**src/hdl/radix_prefix_number_parser_defines.svh**
```systemverilog
// Assertion macros for the radix prefix number parser.
// Used by the top level; expects signals clk and rst in scope.
`ifndef RADIX_PREFIX_NUMBER_PARSER_DEFINES_SVH
`define RADIX_PREFIX_NUMBER_PARSER_DEFINES_SVH

// same-cycle implication
`define RPPN_ASSERT_IMP(lbl, ante, cons, msg) \
  lbl: assert property (@(posedge clk) disable iff (rst) (ante) |-> (cons)) \
    else $error(msg);

// next-cycle implication
`define RPPN_ASSERT_NXT(lbl, ante, cons, msg) \
  lbl: assert property (@(posedge clk) disable iff (rst) (ante) |=> (cons)) \
    else $error(msg);

`endif

```
**src/hdl/rppn_pkg.sv**
```systemverilog
// Shared types and constants for the radix prefix number parser.
// No dependencies.
package rppn_pkg;

  localparam int CHAR_W  = 8;
  localparam int DIGIT_W = 4;
  localparam int OUT_W   = 32;

  localparam logic [1:0] RADIX_DEC = 2'd0;
  localparam logic [1:0] RADIX_HEX = 2'd1;
  localparam logic [1:0] RADIX_BIN = 2'd2;
  localparam logic [1:0] RADIX_OCT = 2'd3;

  localparam logic [1:0] POS_FIRST  = 2'd0;
  localparam logic [1:0] POS_SECOND = 2'd1;
  localparam logic [1:0] POS_SAT    = 2'd2;

  localparam logic [CHAR_W-1:0] CHAR_NUL   = 8'h00;
  localparam logic [CHAR_W-1:0] CHAR_0     = 8'h30;
  localparam logic [CHAR_W-1:0] CHAR_9     = 8'h39;
  localparam logic [CHAR_W-1:0] CHAR_LO_A  = 8'h61;
  localparam logic [CHAR_W-1:0] CHAR_LO_F  = 8'h66;
  localparam logic [CHAR_W-1:0] CHAR_UP_A  = 8'h41;
  localparam logic [CHAR_W-1:0] CHAR_UP_F  = 8'h46;
  localparam logic [CHAR_W-1:0] CHAR_LO_X  = 8'h78;
  localparam logic [CHAR_W-1:0] CHAR_UP_X  = 8'h58;
  localparam logic [CHAR_W-1:0] CHAR_LO_B  = 8'h62;
  localparam logic [CHAR_W-1:0] CHAR_UP_B  = 8'h42;
  localparam logic [CHAR_W-1:0] CHAR_LO_O  = 8'h6f;
  localparam logic [CHAR_W-1:0] CHAR_UP_O  = 8'h4f;

  localparam logic [DIGIT_W-1:0] DIGIT_TEN = 4'd10;

  localparam logic [DIGIT_W-1:0] LIMIT_DEC = 4'd10;
  localparam logic [DIGIT_W-1:0] LIMIT_BIN = 4'd2;
  localparam logic [DIGIT_W-1:0] LIMIT_OCT = 4'd8;

  typedef struct packed {
    logic               is_term;
    logic               is_digit;
    logic [DIGIT_W-1:0] digit;
    logic               is_prefix;
    logic [1:0]         prefix_radix;
  } char_class_t;

endpackage

```
**src/hdl/rppn_char_decode.sv**
```systemverilog
// Character classifier: terminator, digit value, radix prefix letter.
// Depends on rppn_pkg.
module rppn_char_decode
  import rppn_pkg::*;
(
  input  logic [CHAR_W-1:0] char_code,
  output char_class_t       cls
);

  always_comb begin
    cls              = '0;
    cls.is_term      = (char_code == CHAR_NUL);
    priority if (char_code >= CHAR_0 && char_code <= CHAR_9) begin
      cls.is_digit = 1'b1;
      cls.digit    = DIGIT_W'(char_code - CHAR_0);
    end else if (char_code >= CHAR_LO_A && char_code <= CHAR_LO_F) begin
      cls.is_digit = 1'b1;
      cls.digit    = DIGIT_W'(char_code - CHAR_LO_A) + DIGIT_TEN;
    end else if (char_code >= CHAR_UP_A && char_code <= CHAR_UP_F) begin
      cls.is_digit = 1'b1;
      cls.digit    = DIGIT_W'(char_code - CHAR_UP_A) + DIGIT_TEN;
    end else begin
      cls.is_digit = 1'b0;
    end
    priority if (char_code == CHAR_LO_X || char_code == CHAR_UP_X) begin
      cls.is_prefix    = 1'b1;
      cls.prefix_radix = RADIX_HEX;
    end else if (char_code == CHAR_LO_B || char_code == CHAR_UP_B) begin
      cls.is_prefix    = 1'b1;
      cls.prefix_radix = RADIX_BIN;
    end else if (char_code == CHAR_LO_O || char_code == CHAR_UP_O) begin
      cls.is_prefix    = 1'b1;
      cls.prefix_radix = RADIX_OCT;
    end else begin
      cls.is_prefix    = 1'b0;
    end
  end

endmodule

```
**src/hdl/rppn_core.sv**
```systemverilog
// Parser state and per-character update (shift-add scale by radix).
// Depends on rppn_pkg.
module rppn_core
  import rppn_pkg::*;
#(
  parameter int VALUE_WIDTH = 32
) (
  input  logic                   clk,
  input  logic                   rst,
  input  logic                   step,
  input  logic                   last,
  input  char_class_t            cls,
  output logic [VALUE_WIDTH-1:0] res_value,
  output logic                   res_valid
);

  logic [VALUE_WIDTH-1:0] accum, accum_next, scaled;
  logic [1:0]             radix, radix_next;
  logic [1:0]             pos, pos_next;
  logic                   stopped, stopped_next;
  logic                   saw_digit, saw_digit_next;
  logic                   err, err_next;
  logic                   digit_ok, in_range;

  always_comb begin
    unique case (radix)
      RADIX_DEC: begin
        scaled   = (accum << 3) + (accum << 1);
        in_range = (cls.digit < LIMIT_DEC);
      end
      RADIX_HEX: begin
        scaled   = accum << 4;
        in_range = 1'b1;
      end
      RADIX_BIN: begin
        scaled   = accum << 1;
        in_range = (cls.digit < LIMIT_BIN);
      end
      RADIX_OCT: begin
        scaled   = accum << 3;
        in_range = (cls.digit < LIMIT_OCT);
      end
      default: begin
        scaled   = accum;
        in_range = 1'b0;
      end
    endcase
    digit_ok = cls.is_digit && in_range;
  end

  always_comb begin
    accum_next     = accum;
    radix_next     = radix;
    pos_next       = (pos == POS_SAT) ? pos : pos + 2'd1;
    stopped_next   = stopped;
    saw_digit_next = saw_digit;
    err_next       = err;
    if (!stopped) begin
      priority if (cls.is_term) begin
        stopped_next = 1'b1;
      end else if (pos == POS_SECOND && cls.is_prefix && saw_digit &&
                   accum == '0 && radix == RADIX_DEC) begin
        radix_next     = cls.prefix_radix;
        saw_digit_next = 1'b0;
        accum_next     = '0;
      end else if (!digit_ok) begin
        stopped_next = 1'b1;
        err_next     = 1'b1;
      end else begin
        accum_next     = scaled + {{(VALUE_WIDTH-DIGIT_W){1'b0}}, cls.digit};
        saw_digit_next = 1'b1;
      end
    end
  end

  always_ff @(posedge clk) begin
    if (rst || (step && last)) begin
      accum     <= '0;
      radix     <= RADIX_DEC;
      pos       <= POS_FIRST;
      stopped   <= 1'b0;
      saw_digit <= 1'b0;
      err       <= 1'b0;
    end else if (step) begin
      accum     <= accum_next;
      radix     <= radix_next;
      pos       <= pos_next;
      stopped   <= stopped_next;
      saw_digit <= saw_digit_next;
      err       <= err_next;
    end
  end

  assign res_value = accum_next;
  assign res_valid = saw_digit_next && !err_next;

endmodule

```
**src/hdl/radix_prefix_number_parser.sv**
```systemverilog
// Top level of the radix prefix number parser: input register, parser core,
// result register. Depends on rppn_pkg, rppn_char_decode, rppn_core.
//
// Usage:
//   Input stream: one ASCII character per request on s_axis_tdata, with
//   s_axis_tlast on the final character of a string. A leading 0x/0b/0o
//   (any case) selects base 16/2/8, else base 10. A NUL ends the string
//   early; a bad digit stops parsing and marks the number invalid.
//   Output stream: one request per string, issued for the tlast character:
//   m_axis_tdata carries the low 32 bits of the value, m_axis_tuser the
//   valid-number flag.
//   The tlast character passes the input register, then the result register,
//   where m_axis_tvalid rises; a full result register can hold it back.
//   Throughput: one character per cycle while no tlast character waits for
//   a full result register.
//   A receiver stall holds the result register; characters that end no
//   string keep flowing, and input stops only when a tlast character waits
//   for a full result register.
//   Reset (rst, synchronous) empties both registers and returns the parser
//   to base ten with no digits seen.
`include "radix_prefix_number_parser_defines.svh"

module radix_prefix_number_parser
  import rppn_pkg::*;
#(
  parameter int VALUE_WIDTH = 32
) (
  input  logic              clk,
  input  logic              rst,
  input  logic              s_axis_tvalid,
  output logic              s_axis_tready,
  input  logic [7:0]        s_axis_tdata,   // [7:0] char_code
  input  logic              s_axis_tlast,   // last_char
  output logic              m_axis_tvalid,
  input  logic              m_axis_tready,
  output logic [OUT_W-1:0]  m_axis_tdata,   // [31:0] value
  output logic [0:0]        m_axis_tuser    // [0] valid_number
);

  localparam int WIDE_W = VALUE_WIDTH + OUT_W;

  logic              in_vld;
  logic [CHAR_W-1:0] in_char;
  logic              in_last;
  logic              consume;
  char_class_t       cls;
  logic [VALUE_WIDTH-1:0] res_value;
  logic              res_valid;
  logic [WIDE_W-1:0] res_wide;

  assign consume       = in_vld && (!in_last || !m_axis_tvalid || m_axis_tready);
  assign s_axis_tready = !in_vld || consume;

  always_ff @(posedge clk) begin
    if (rst) begin
      in_vld <= 1'b0;
    end else if (s_axis_tready) begin
      in_vld <= s_axis_tvalid;
    end
  end

  always_ff @(posedge clk) begin
    if (s_axis_tvalid && s_axis_tready) begin
      in_char <= s_axis_tdata;
      in_last <= s_axis_tlast;
    end
  end

  rppn_char_decode u_decode (
    .char_code (in_char),
    .cls       (cls)
  );

  rppn_core #(
    .VALUE_WIDTH (VALUE_WIDTH)
  ) u_core (
    .clk       (clk),
    .rst       (rst),
    .step      (consume),
    .last      (in_last),
    .cls       (cls),
    .res_value (res_value),
    .res_valid (res_valid)
  );

  assign res_wide = {{OUT_W{1'b0}}, res_value};

  always_ff @(posedge clk) begin
    if (rst) begin
      m_axis_tvalid <= 1'b0;
    end else if (consume && in_last) begin
      m_axis_tvalid <= 1'b1;
    end else if (m_axis_tready) begin
      m_axis_tvalid <= 1'b0;
    end
  end

  always_ff @(posedge clk) begin
    if (consume && in_last) begin
      m_axis_tdata    <= res_wide[OUT_W-1:0];
      m_axis_tuser[0] <= res_valid;
    end
  end

  `RPPN_ASSERT_NXT(a_last_emits, consume && in_last, m_axis_tvalid, "string end lost")
  `RPPN_ASSERT_IMP(a_stall_cause, !s_axis_tready,
    in_vld && in_last && m_axis_tvalid && !m_axis_tready, "input stalled without cause")
  `RPPN_ASSERT_IMP(a_rise_cause, $rose(m_axis_tvalid),
    $past(consume && in_last), "result without string end")

endmodule
```
**config.mk**
```make
export PLATFORM = sky130hd
export DESIGN_NAME = radix_prefix_number_parser
export DESIGN_NICKNAME = d
export VERILOG_FILES = /design/src/hdl/rppn_pkg.sv /design/src/hdl/rppn_char_decode.sv /design/src/hdl/rppn_core.sv /design/src/hdl/radix_prefix_number_parser.sv
export VERILOG_INCLUDE_DIRS = /design/src /design/src/hdl
export SDC_FILE = /design/constraint.sdc
export NUM_CORES = 1
export LEC_CHECK = 0
export ABC_AREA = 1
export BUFFER_PORTS_ARGS = -buffer_cell sky130_fd_sc_hd__buf_2
export CORE_MARGIN = 3
export CORE_UTILIZATION = 55
export DETAILED_ROUTE_END_ITERATION = 7
export PLACE_DENSITY_LB_ADDON = 0.05
export SYNTH_ARGS = -nofsm -noshare
export SYNTH_HDL_FRONTEND = slang
export SYNTH_HIERARCHICAL = 1
export SYNTH_SLANG_ARGS = --single-unit
```
**constraint.sdc**
```tcl
create_clock -name clk -period 4.55 [get_ports clk]
set_clock_uncertainty 0.1 [all_clocks]
set_input_delay 0.455 -clock clk [delete_from_list [all_inputs] [get_ports clk]]
set_output_delay 0.455 -clock clk [all_outputs]
set_load 0.005 [all_outputs]
```
# [After elaboration in Yosys (flattened, before gate mapping)]
# Index checks and enable logic that the tools add are counted.
[op_classes] n_bitwise=3 n_addsub=8 n_mux=28 n_lt_le_gt_ge=9 n_eq_ne=11 reduce_logical=29
[op_table] operator="$mux W32" count=4
[op_table] operator="$pmux W32 S4" count=1
[op_table] operator="$eq A8 B7 Y1 const B" count=6
[op_table] operator="$add A32 B32 Y32" count=1
[op_table] operator="$add A32 B4 Y32" count=1
[op_table] operator="$logic_not A32 Y1" count=1
[op_table] operator="$ge A8 B7 Y1 const B" count=2
[op_table] operator="$le A8 B7 Y1 const B" count=2
[op_table] operator="$mux W1" count=16
[op_table] operator="$logic_and A1 B1 Y1" count=12
[op_table] operator="$sub A4 B1 Y4 const B" count=3
[op_table] operator="$mux W5" count=2
[op_table] operator="$add A4 B4 Y4 const B" count=2
[op_table] operator="$ge A8 B6 Y1 const B" count=1
[op_table] operator="$le A8 B6 Y1 const B" count=1
[op_table] operator="$logic_not A8 Y1" count=1
[op_table] operator="$lt A4 B4 Y1 const B" count=2
[op_table] operator="$logic_or A1 B1 Y1" count=7
[op_table] operator="$eq A2 B2 Y1 const B" count=3
[op_table] operator="$mux W3" count=2
[op_table] operator="$eq A2 B1 Y1 const B" count=2
[op_table] operator="$logic_not A1 Y1" count=4
[op_table] operator="$lt A4 B2 Y1 const B" count=1
[op_table] operator="$mux W4" count=1
[op_table] operator="8 further kinds" count=10
[totals] word_cells=100 out_inout_bits=35 register_bits=83 inputBits=13

# [Logic depth before layout (Yosys ltp)]
# Gate-level depths: netlist of run 1.
[depth] depth_word=14 mapped_depth=28 depth_no_buf=28

# [Modules after synthesis]
# The synthesis of run 1 kept the hierarchy.
[by_module_without_submodules] module="rppn_core" seq_area_each_um2=780.7 cells_per_inst=1153 area_each_um2=6058.3 instances=1
[by_module_without_submodules] module="radix_prefix_number_parser" seq_area_each_um2=1301.2 cells_per_inst=60 area_each_um2=1380.1 instances=1
[by_module_without_submodules] module="rppn_char_decode" seq_area_each_um2=0.0 cells_per_inst=49 area_each_um2=309.0 instances=1

# [Least setup slack after synthesis of run 1]
# Ideal clock, no wire load.
[synth_timing] kind="register to register" start="register in_char[0]" end="register m_axis_tdata[19], data pin" t_required_ns=4.188 slack_ns=0.861 stages_incl_launch_ff=23 period_less_slack_ns=3.689 arrival_ns=3.327 n_path_buf=0 setup_ns=0.262 cell_sequence="edfxtp_1 > inv_1 > ha_1 > nand2_4 > nand3_2 > nand2_4 > o21ai_0 > ha_1 > inv_1 > fa_1 > or2_2 > nand2_1 > nand3_1 > nor2_2 > nand3_2 > nor2_1 > nand2_1 > nor2_2 > nand3_2 > nor2_4 > xor2_1 > o21ai_0 > nand2_1"
[synth_lines] element="start, declared" line="radix_prefix_number_parser.sv:43" text="logic [CHAR_W-1:0] in_char;"
[synth_lines] element="start signal, assigned" line="radix_prefix_number_parser.sv:64" text="in_char <= s_axis_tdata;"
[synth_lines] element="end signal, assigned" line="radix_prefix_number_parser.sv:100" text="m_axis_tdata <= res_wide[OUT_W-1:0];"
[synth_lines] element="end, declared" line="radix_prefix_number_parser.sv:36" text="output logic [OUT_W-1:0] m_axis_tdata,"

==> results.txt, run 1 <==
Internal - 1.426 mW
part of the power in combinational logic - 22.9%
Worst R2R Setup Slack - 0.42 ns
# diodes - 0
first-pass GRT wire length - 38.22 mm
Seq pwr share - 41.3%
Post-Layout Cell Count - 1486
minimum clock period - 4.131 ns
Routed WL - 23.89 mm
async set or reset register ratio after synthesis - 0%
Cell Chain, Critical Path - inv_1 -> ha_1 -> nand2_4 -> nand3_2 -> nand2_4 -> o21ai_1 -> ha_1 -> inv_1 -> fa_1 -> or2_2 -> nand2_1 -> nand3_1 -> nor2_2 -> nand3_2 -> nor2_1 -> nand2_1 -> nor2_2 -> nand3_2 -> nor2_4 -> xor2_1 -> o21ai_0 -> nand2_1
worst r2r src - in_char[0]
Placed Cells incl. Taps - 1470
total grt overflow - 0
Worst EP required - 4.54 ns
final setup fails - 0
RR Endpoint - m_axis_tdata[19]
IO Pins - 48
drt first pass iters - 6
outcome - finished clean
Clock Power Share - 35.8%
maximum clock insertion buffer count - 2
hold depth - 1
mapped cell area - 7747 um^2
Max stage delay on crit path - 0.43 ns
drc violations - 0
Starting DRT DRC Count - 688
initial antenna violation count - 0
mean cell area of the mapped netlist - 6.139 um^2
fmax - 242.1 MHz
Placer Congestion - 0.9454
CP arrival - 4.13 ns
Peak VDD IR - 0.2739 mV
RSZ-0062 raised after global routing - false
Main synth FF type - edfxtp_1
CP max-delay cell - edfxtp_1
Slew HR - 57.74%
cts hold-fix bufs - 0
average wire per standard cell - 16.08 um
vias per cell - 5.621
Reg2Reg Depth - 22
CP max FO - 9
Worst Hold Launch - s_axis_tdata[3]
Worst-Skew Late Latency - 0.35 ns
DIE HEIGHT - 124.7 um
syn nets - 1314
period utilization - 90.80%
number of CTS-inserted buffers - 9
synth warn - 6
Routed Antenna Nets - 0
Buffers on Ports - 47
FILL cells - 1384
Synth Register Bits - 83
largest net degree at the start of global routing - 44
Setup Crit Path Kind - flop to flop
CTS tree - yes
Cells after Synth - 1262
chip width - 124.7 um
sw frac - 32.93%
area grow syn2layout - 9.593%
Fin. Hold Viols - 0
commonest cells after routing, fill and taps aside - nand2_1, inv_1, nand3_1
fraction of layout cells with a size suffix above 1 - 9.389%
Pwr Density - 250.3 nW/um^2
Placeable Area - 13510 um^2
commonest non-fill, non-tap cell in the layout - nand2_1
max-slew violation count - 0
DPL Wire Length - 18.34 mm
vias in the first global route - 7694
Worst-Margin Slew - 0.6315 ns
sequential area share after synthesis - 26.87%
Hold WC Path Type - input pin to flop
Initial Util - 57.37%
cell family with most CP delay - simple AND/OR/NAND/NOR gates
setup TNS - 0 ns
Leakage - 4.394 nW
Startpoint Class - flop
clk slew on worst S/H paths - 0.06 ns
CP Buf/Inv Count - 2
DR vias - 8353
gr usage total - 30.24%
Hold Path Sink - in_char[3]
total clock sinks - 83
synth unique cells - 48
# H-tree levels - 3
die area - 15550 um^2
fin nets - 1357
Post-synth EDFFs - 42
critical path depth - 22
Sw Pwr - 0.7000 mW
max_cap viols - 0
Root Driver - clkbuf_16
num rows - 42
crit end category - flop
-- kinds of logic (layout without fill, tap and decap cells) --
family | count (synthesis) | count (layout) | share of synthesized area [%]
AOI/OAI and AO/OA | 219 | 219 | 15.89
xor gates and xnor gates | 3 | 3 | 0.3392
adders and majority gates | 39 | 39 | 6.492
buffers and inverters | 287 | 335 | 14.21
DFF | 83 | 83 | 26.87
and+or+nand+nor | 631 | 631 | 36.19
-- worst max-delay path by stage --
stage / start / end / slack (ns)
5_1_grt: in_char[0] / m_axis_tdata[19] / 0.005
3_5_place_dp: in_char[0] / m_axis_tdata[19] / 0.37
3_3_place_gp: in_char[0] / m_axis_tdata[19] / 0.53
4_1_cts: in_char[0] / m_axis_tdata[19] / 0.36
6_report: in_char[0] / m_axis_tdata[19] / 0.42
2_1_floorplan: in_char[0] / m_axis_tdata[19] / 0.86
-- final cells by class --
cell class / count / area [um^2] / share of cell area [%]
Timing Repair Buffer: 60 / 332.8 / 3.920
Clock inverter: 6 / 68.82 / 0.8105
Clock buffer: 10 / 239.0 / 2.815
Multi-Input combinational cell: 892 / 4573 / 53.86
Inverter: 259 / 974.7 / 11.48
Sequential cell: 83 / 2082 / 24.52
Tap cell: 176 / 220.2 / 2.594
-- registers in the layout, indices dropped and copies added, names as in the netlist --
name and flops:
m_axis_tdata 32, u_core/stopped 1, u_core/pos 2, u_core/radix 2, in_vld 1, in_char 8, u_core/saw_digit 1, m_axis_tuser 1
in_last 1, u_core/err 1, m_axis_tvalid 1, u_core/accum 32
-- power groups by stage --
stage	registers [mW]	logic (mW)	clock network [mW]
CTS	0.877	0.480	0.768
global placement	0.893	0.470	0
floorplan	0.874	0.338	0
detailed placement	0.893	0.476	0
global route	0.882	0.546	0.797
finish	0.878	0.486	0.762
-- cell usage after synthesis, types with 2 or more instances --
cell type,count,area [um^2]
nand2_1,368,1381
inv_1,250,938.4
nand3_1,103,515.5
nor2_1,86,322.8
a21oi_1,82,410.4
o21ai_0,77,385.4
edfxtp_1,42,1261
dfxtp_1,41,820.8
ha_1,37,462.9
o221ai_1,22,192.7
nand4_1,21,131.4
clkbuf_1,15,56.30
o21ai_1,15,75.07
nand2_2,8,50.05
o22ai_1,8,50.05
nor2_2,7,43.79
clkinv_1,6,22.52
nand3_2,6,60.06
buf_1,5,18.77
nor2_4,5,56.30
nor3_1,5,25.02
nor4_1,5,31.28
buf_2,4,20.02
nand2_4,4,45.04
nand3b_1,3,22.52
o211ai_1,3,22.52
o21ai_2,3,26.28
or2_2,3,18.77
a211oi_1,2,15.01
and2_1,2,12.51
buf_4,2,15.01
fa_1,2,40.04
inv_2,2,7.510
nand3_4,2,35.03
nor2_8,2,40.04
xor2_1,2,17.52
-- repair_timing --
action                     in CTS  in global routing
hold endpoints to repair        0                  0
resized for setup               0                  1
setup endpoints to repair       0                  9
buffers inserted                0                  0
-- metrics by stage --
step	worst slack, ns	util (%)	power, mW	area [um^2]	hold WS (ns)
after global routing	0.005073	62.87	2.225	8491	0.1747
after CTS	0.3646	62.87	2.126	8491	0.1767
after detailed placement	0.3716	60.59	1.369	8183	0.3452
after floorplan	0.8608	-	1.212	7747	0.3307
after global placement	0.5272	60.59	1.363	8183	0.3382
final	0.4187	62.87	2.126	8491	0.1847
-- per-layer routing --
metal / part of all wire [%] / track usage (%)
met5: 0 / 0
met4: 4.7 / 13.60
met3: 7.1 / 4.846
met2: 47 / 52.51
met1: 41 / 36.73
No activity file was read; power rests on OpenSTA's default activity.
==> run 2, diff against run 1 <==
SETUP_SLACK_MARGIN = 0.5   (was unset)
SYNTH_HIERARCHICAL = unset   (was 1)
==> run 2 against run 1 <==
Effect of this change: total power shrank 16%; synthesized area is 4.7% higher; design area increased by 2.7%; count of clock-buffer cells in the layout grew 1; clock power shrank 3.1%; sequential cell count stayed put.
==> results.txt, run 2 <==
outcome - finished clean
async set or reset register ratio after synthesis - 0% (unchanged)
post-synthesis mux area share - 0% (unchanged)
Post-Synth Simple-Gate Area - 38.24% (+2.0 points)
initial antenna violation count - 0 (unchanged)
synth warn - 0 (-6)
IO Pins - 48 (unchanged)
Post-Layout Cell Count - 1530 (+3.0%)
Fin. Hold Viols - 0 (unchanged)
largest family of logic cells by synthesized area - simple AND/OR/NAND/NOR gates
Routed Antenna Nets - 0 (unchanged)
crit end category - flop
commonest non-fill, non-tap cell in the layout - nand2_1
fraction of layout cells with a size suffix above 1 - 11.04% (+1.6 points)
DIE HEIGHT - 127.5 um (+2.2%)
average wire per standard cell - 17.07 um (+6.2%)
final instance area - 8717 um^2 (+2.7%)
RSZ-0062 raised after global routing - false
Worst R2R Setup Slack - 0.76 ns (+0.34 ns)
num rows - 43 (+2.4%)
Placer Congestion - 0.9535 (+0.86%)
mapped cell area - 8115 um^2 (+4.7%)
largest net degree at the start of global routing - 40 (-9.1%)
maximum clock insertion buffer count - 2 (unchanged)
adder-cell share of the synthesized area - 5.951% (-0.54 points)
setup slack after layout - 0.7621 ns (+0.3433 ns)
die area - 16250 um^2 (+4.5%)
# H-tree levels - 3 (unchanged)
fin nets - 1396 (+2.9%)
# diodes - 0 (unchanged)
synth unique cells - 47 (-2.1%)
share of the synthesized area in the top cell type - 18.78% (+0.95 points)
gr usage total - 32.37% (+2.1 points)
Main synth FF type - edfxtp_1
Starting DRT DRC Count - 949 (+38%)
max_cap viols - 0 (unchanged)
Worst EP required - 4.52 ns (-0.02 ns)
Slew HR - 40.78% (-17 points)
DPL Wire Length - 19.53 mm (+6.5%)
FILL cells - 1439 (+4.0%)
Cells after Synth - 1316 (+4.3%)
final setup fails - 0 (unchanged)
Pwr Density - 205.3 nW/um^2 (-18%)
vias in the first global route - 8044 (+4.5%)
total clock sinks - 83 (unchanged)
most numerous cell in the Yosys netlist - nand2_1
Post-synth EDFFs - 42 (unchanged)
commonest cells after routing, fill and taps aside - nand2_1, inv_1, nand3_1
drt first pass iters - 5 (-1)
Setup Crit Path Kind - flop to flop
Compound-Gate Fraction of Synth Area - 15.46% (-0.43 points)
Startpoint Class - flop
most common library cells after synthesis - nand2_1, inv_1, nand3_1
chip width - 127.5 um (+2.2%)
setup TNS - 0 ns (unchanged)
postcts setup bufs - 0 (unchanged)
number of CTS-inserted buffers - 9 (unchanged)
Root Driver - clkbuf_16
CP arrival - 3.76 ns (-0.37 ns)
xor and xnor fraction of the mapped netlist area - 1.295% (+0.96 points)
Placeable Area - 14150 um^2 (+4.8%)
drc violations - 0 (unchanged)
cts hold-fix bufs - 0 (unchanged)
CP max FO - 7 (-2)
Placement Cell Area - 8421 um^2 (+2.9%)
Placed Cells incl. Taps - 1514 (+3.0%)
Synth area leader - nand2_1
Top Registers - m_axis_tdata: 32 flops, u_core.accum: 32 flops, in_char: 8 flops
Buffers on Ports - 47 (unchanged)
post-cts sizing count - 0 (unchanged)
Post-Route Utilization - 61.61% (-1.3 points)
Synth Register Bits - 83 (unchanged)
mean cell area of the mapped netlist - 6.167 um^2 (+0.45%)
Leakage - 3.895 nW (-11%)
Initial Util - 57.35% (about the same)
first-pass GRT wire length - 41.51 mm (+8.6%)
sequential area share after synthesis - 25.66% (-1.2 points)
syn nets - 1367 (+4.0%)
Peak VDD IR - 0.2381 mV (-13%)
clk slew on worst S/H paths - 0.07 ns (about the same)
max-slew violation count - 0 (unchanged)
period utilization - 83.25% (-7.5 points)
area grow syn2layout - 7.416%
minimum clock period - 3.788 ns (-0.3433 ns)
Worst-Margin Slew - 0.8873 ns (+0.2558 ns)
vias per cell - 5.738 (+2.1%)
Worst-Skew Late Latency - 0.36 ns (about the same)
Area contributors post-synth - nand2_1, edfxtp_1, inv_1, dfxtp_1, nand3_1
worst slack, placed - 0.9047 ns (+0.5331 ns)
total grt overflow - 0 (unchanged)
fmax - 264.0 MHz (+9.1%)
Routed WL - 26.12 mm (+9.3%)
DR vias - 8779 (+5.1%)
Hold WC Path Type - input pin to flop
CTS tree - yes
run 2: cell types whose count changed in the layout (fill, tap and decap cells not counted), moves of 10 or more:
| cell | delta |
|---|---|
| nand2_1 | +38 |
| o21ai_2 | +12 |
| o21ai_0 | -20 |
| inv_1 | -31 |
| nand4_1 | +13 |
| xor2_1 | +10 |
run 2: through the flow:
step / hold slack (ns) / total power, mW
4_1_cts: 0.1588 / 1.797
2_1_floorplan: 0.3427 / 0.9897
3_5_place_dp: 0.3721 / 1.063
6_report: 0.1687 / 1.790
3_3_place_gp: 0.3601 / 1.061
5_1_grt: 0.1602 / 1.858
run 2: worst max-delay path, cell delays in order, from the launching register on:
cell	delay (ns)
dfxtp_1	0.53
ha_1	0.31
inv_1	0.07
fa_1	0.42
inv_1	0.12
nand3_1	0.09
nand2_2	0.12
inv_1	0.06
nor2_1	0.21
nor2_1	0.13
a22oi_4	0.20
nand2_2	0.09
nor2_2	0.21
nand4_2	0.22
nor2_4	0.17
xor2_1	0.15
nand2_1	0.08
nand2_1	0.09
o21ai_0	0.12
run 2: kinds of logic after synthesis:
kind of cell               count (synthesis)
adders and majority gates                 38
DFF                                       83
buffers and inverters                    269
xor gates and xnor gates                  12
and+or+nand+nor                          705
AOI/OAI and AO/OA                        209
run 2: per-layer routing:
metal | up-vias | global-route usage [%] | wire [um]
met2 | 399 | 50.70 | 11550
met5 | - | 0 | 0
met4 | 0 | 10.09 | 747
li1 | 4334 | - | -
met3 | 59 | 8.696 | 2451
met1 | 3987 | 43.63 | 11370
run 2: area by class of cell:
type	count	area, um^2	share of cell area, %
inverters	233	879.6	10.09
flip-flops and latches	83	2082	23.88
multi-input cells	964	4946	56.74
repair buffers	54	287.8	3.301
clock inverters	5	42.54	0.4880
clock buffers	11	254.0	2.914
well taps	180	225.2	2.584
run 2: final timing paths:
path | to | start | cells past startpoint
setup / recovery | m_axis_tdata[16] | u_core.accum[2] | 18
hold / removal | in_vld | rst | 2
setup reg to reg | m_axis_tdata[16] | u_core.accum[2] | 18
hold reg to reg | u_core.err | u_core.err | 2
run 2: power by group:
| group | switching (mW) | internal (mW) |
|---|---|---|
| logic | 0.156 | 0.0659 |
| clock network | 0.329 | 0.409 |
| registers | 0.0182 | 0.811 |
| total | 0.503 | 1.29 |
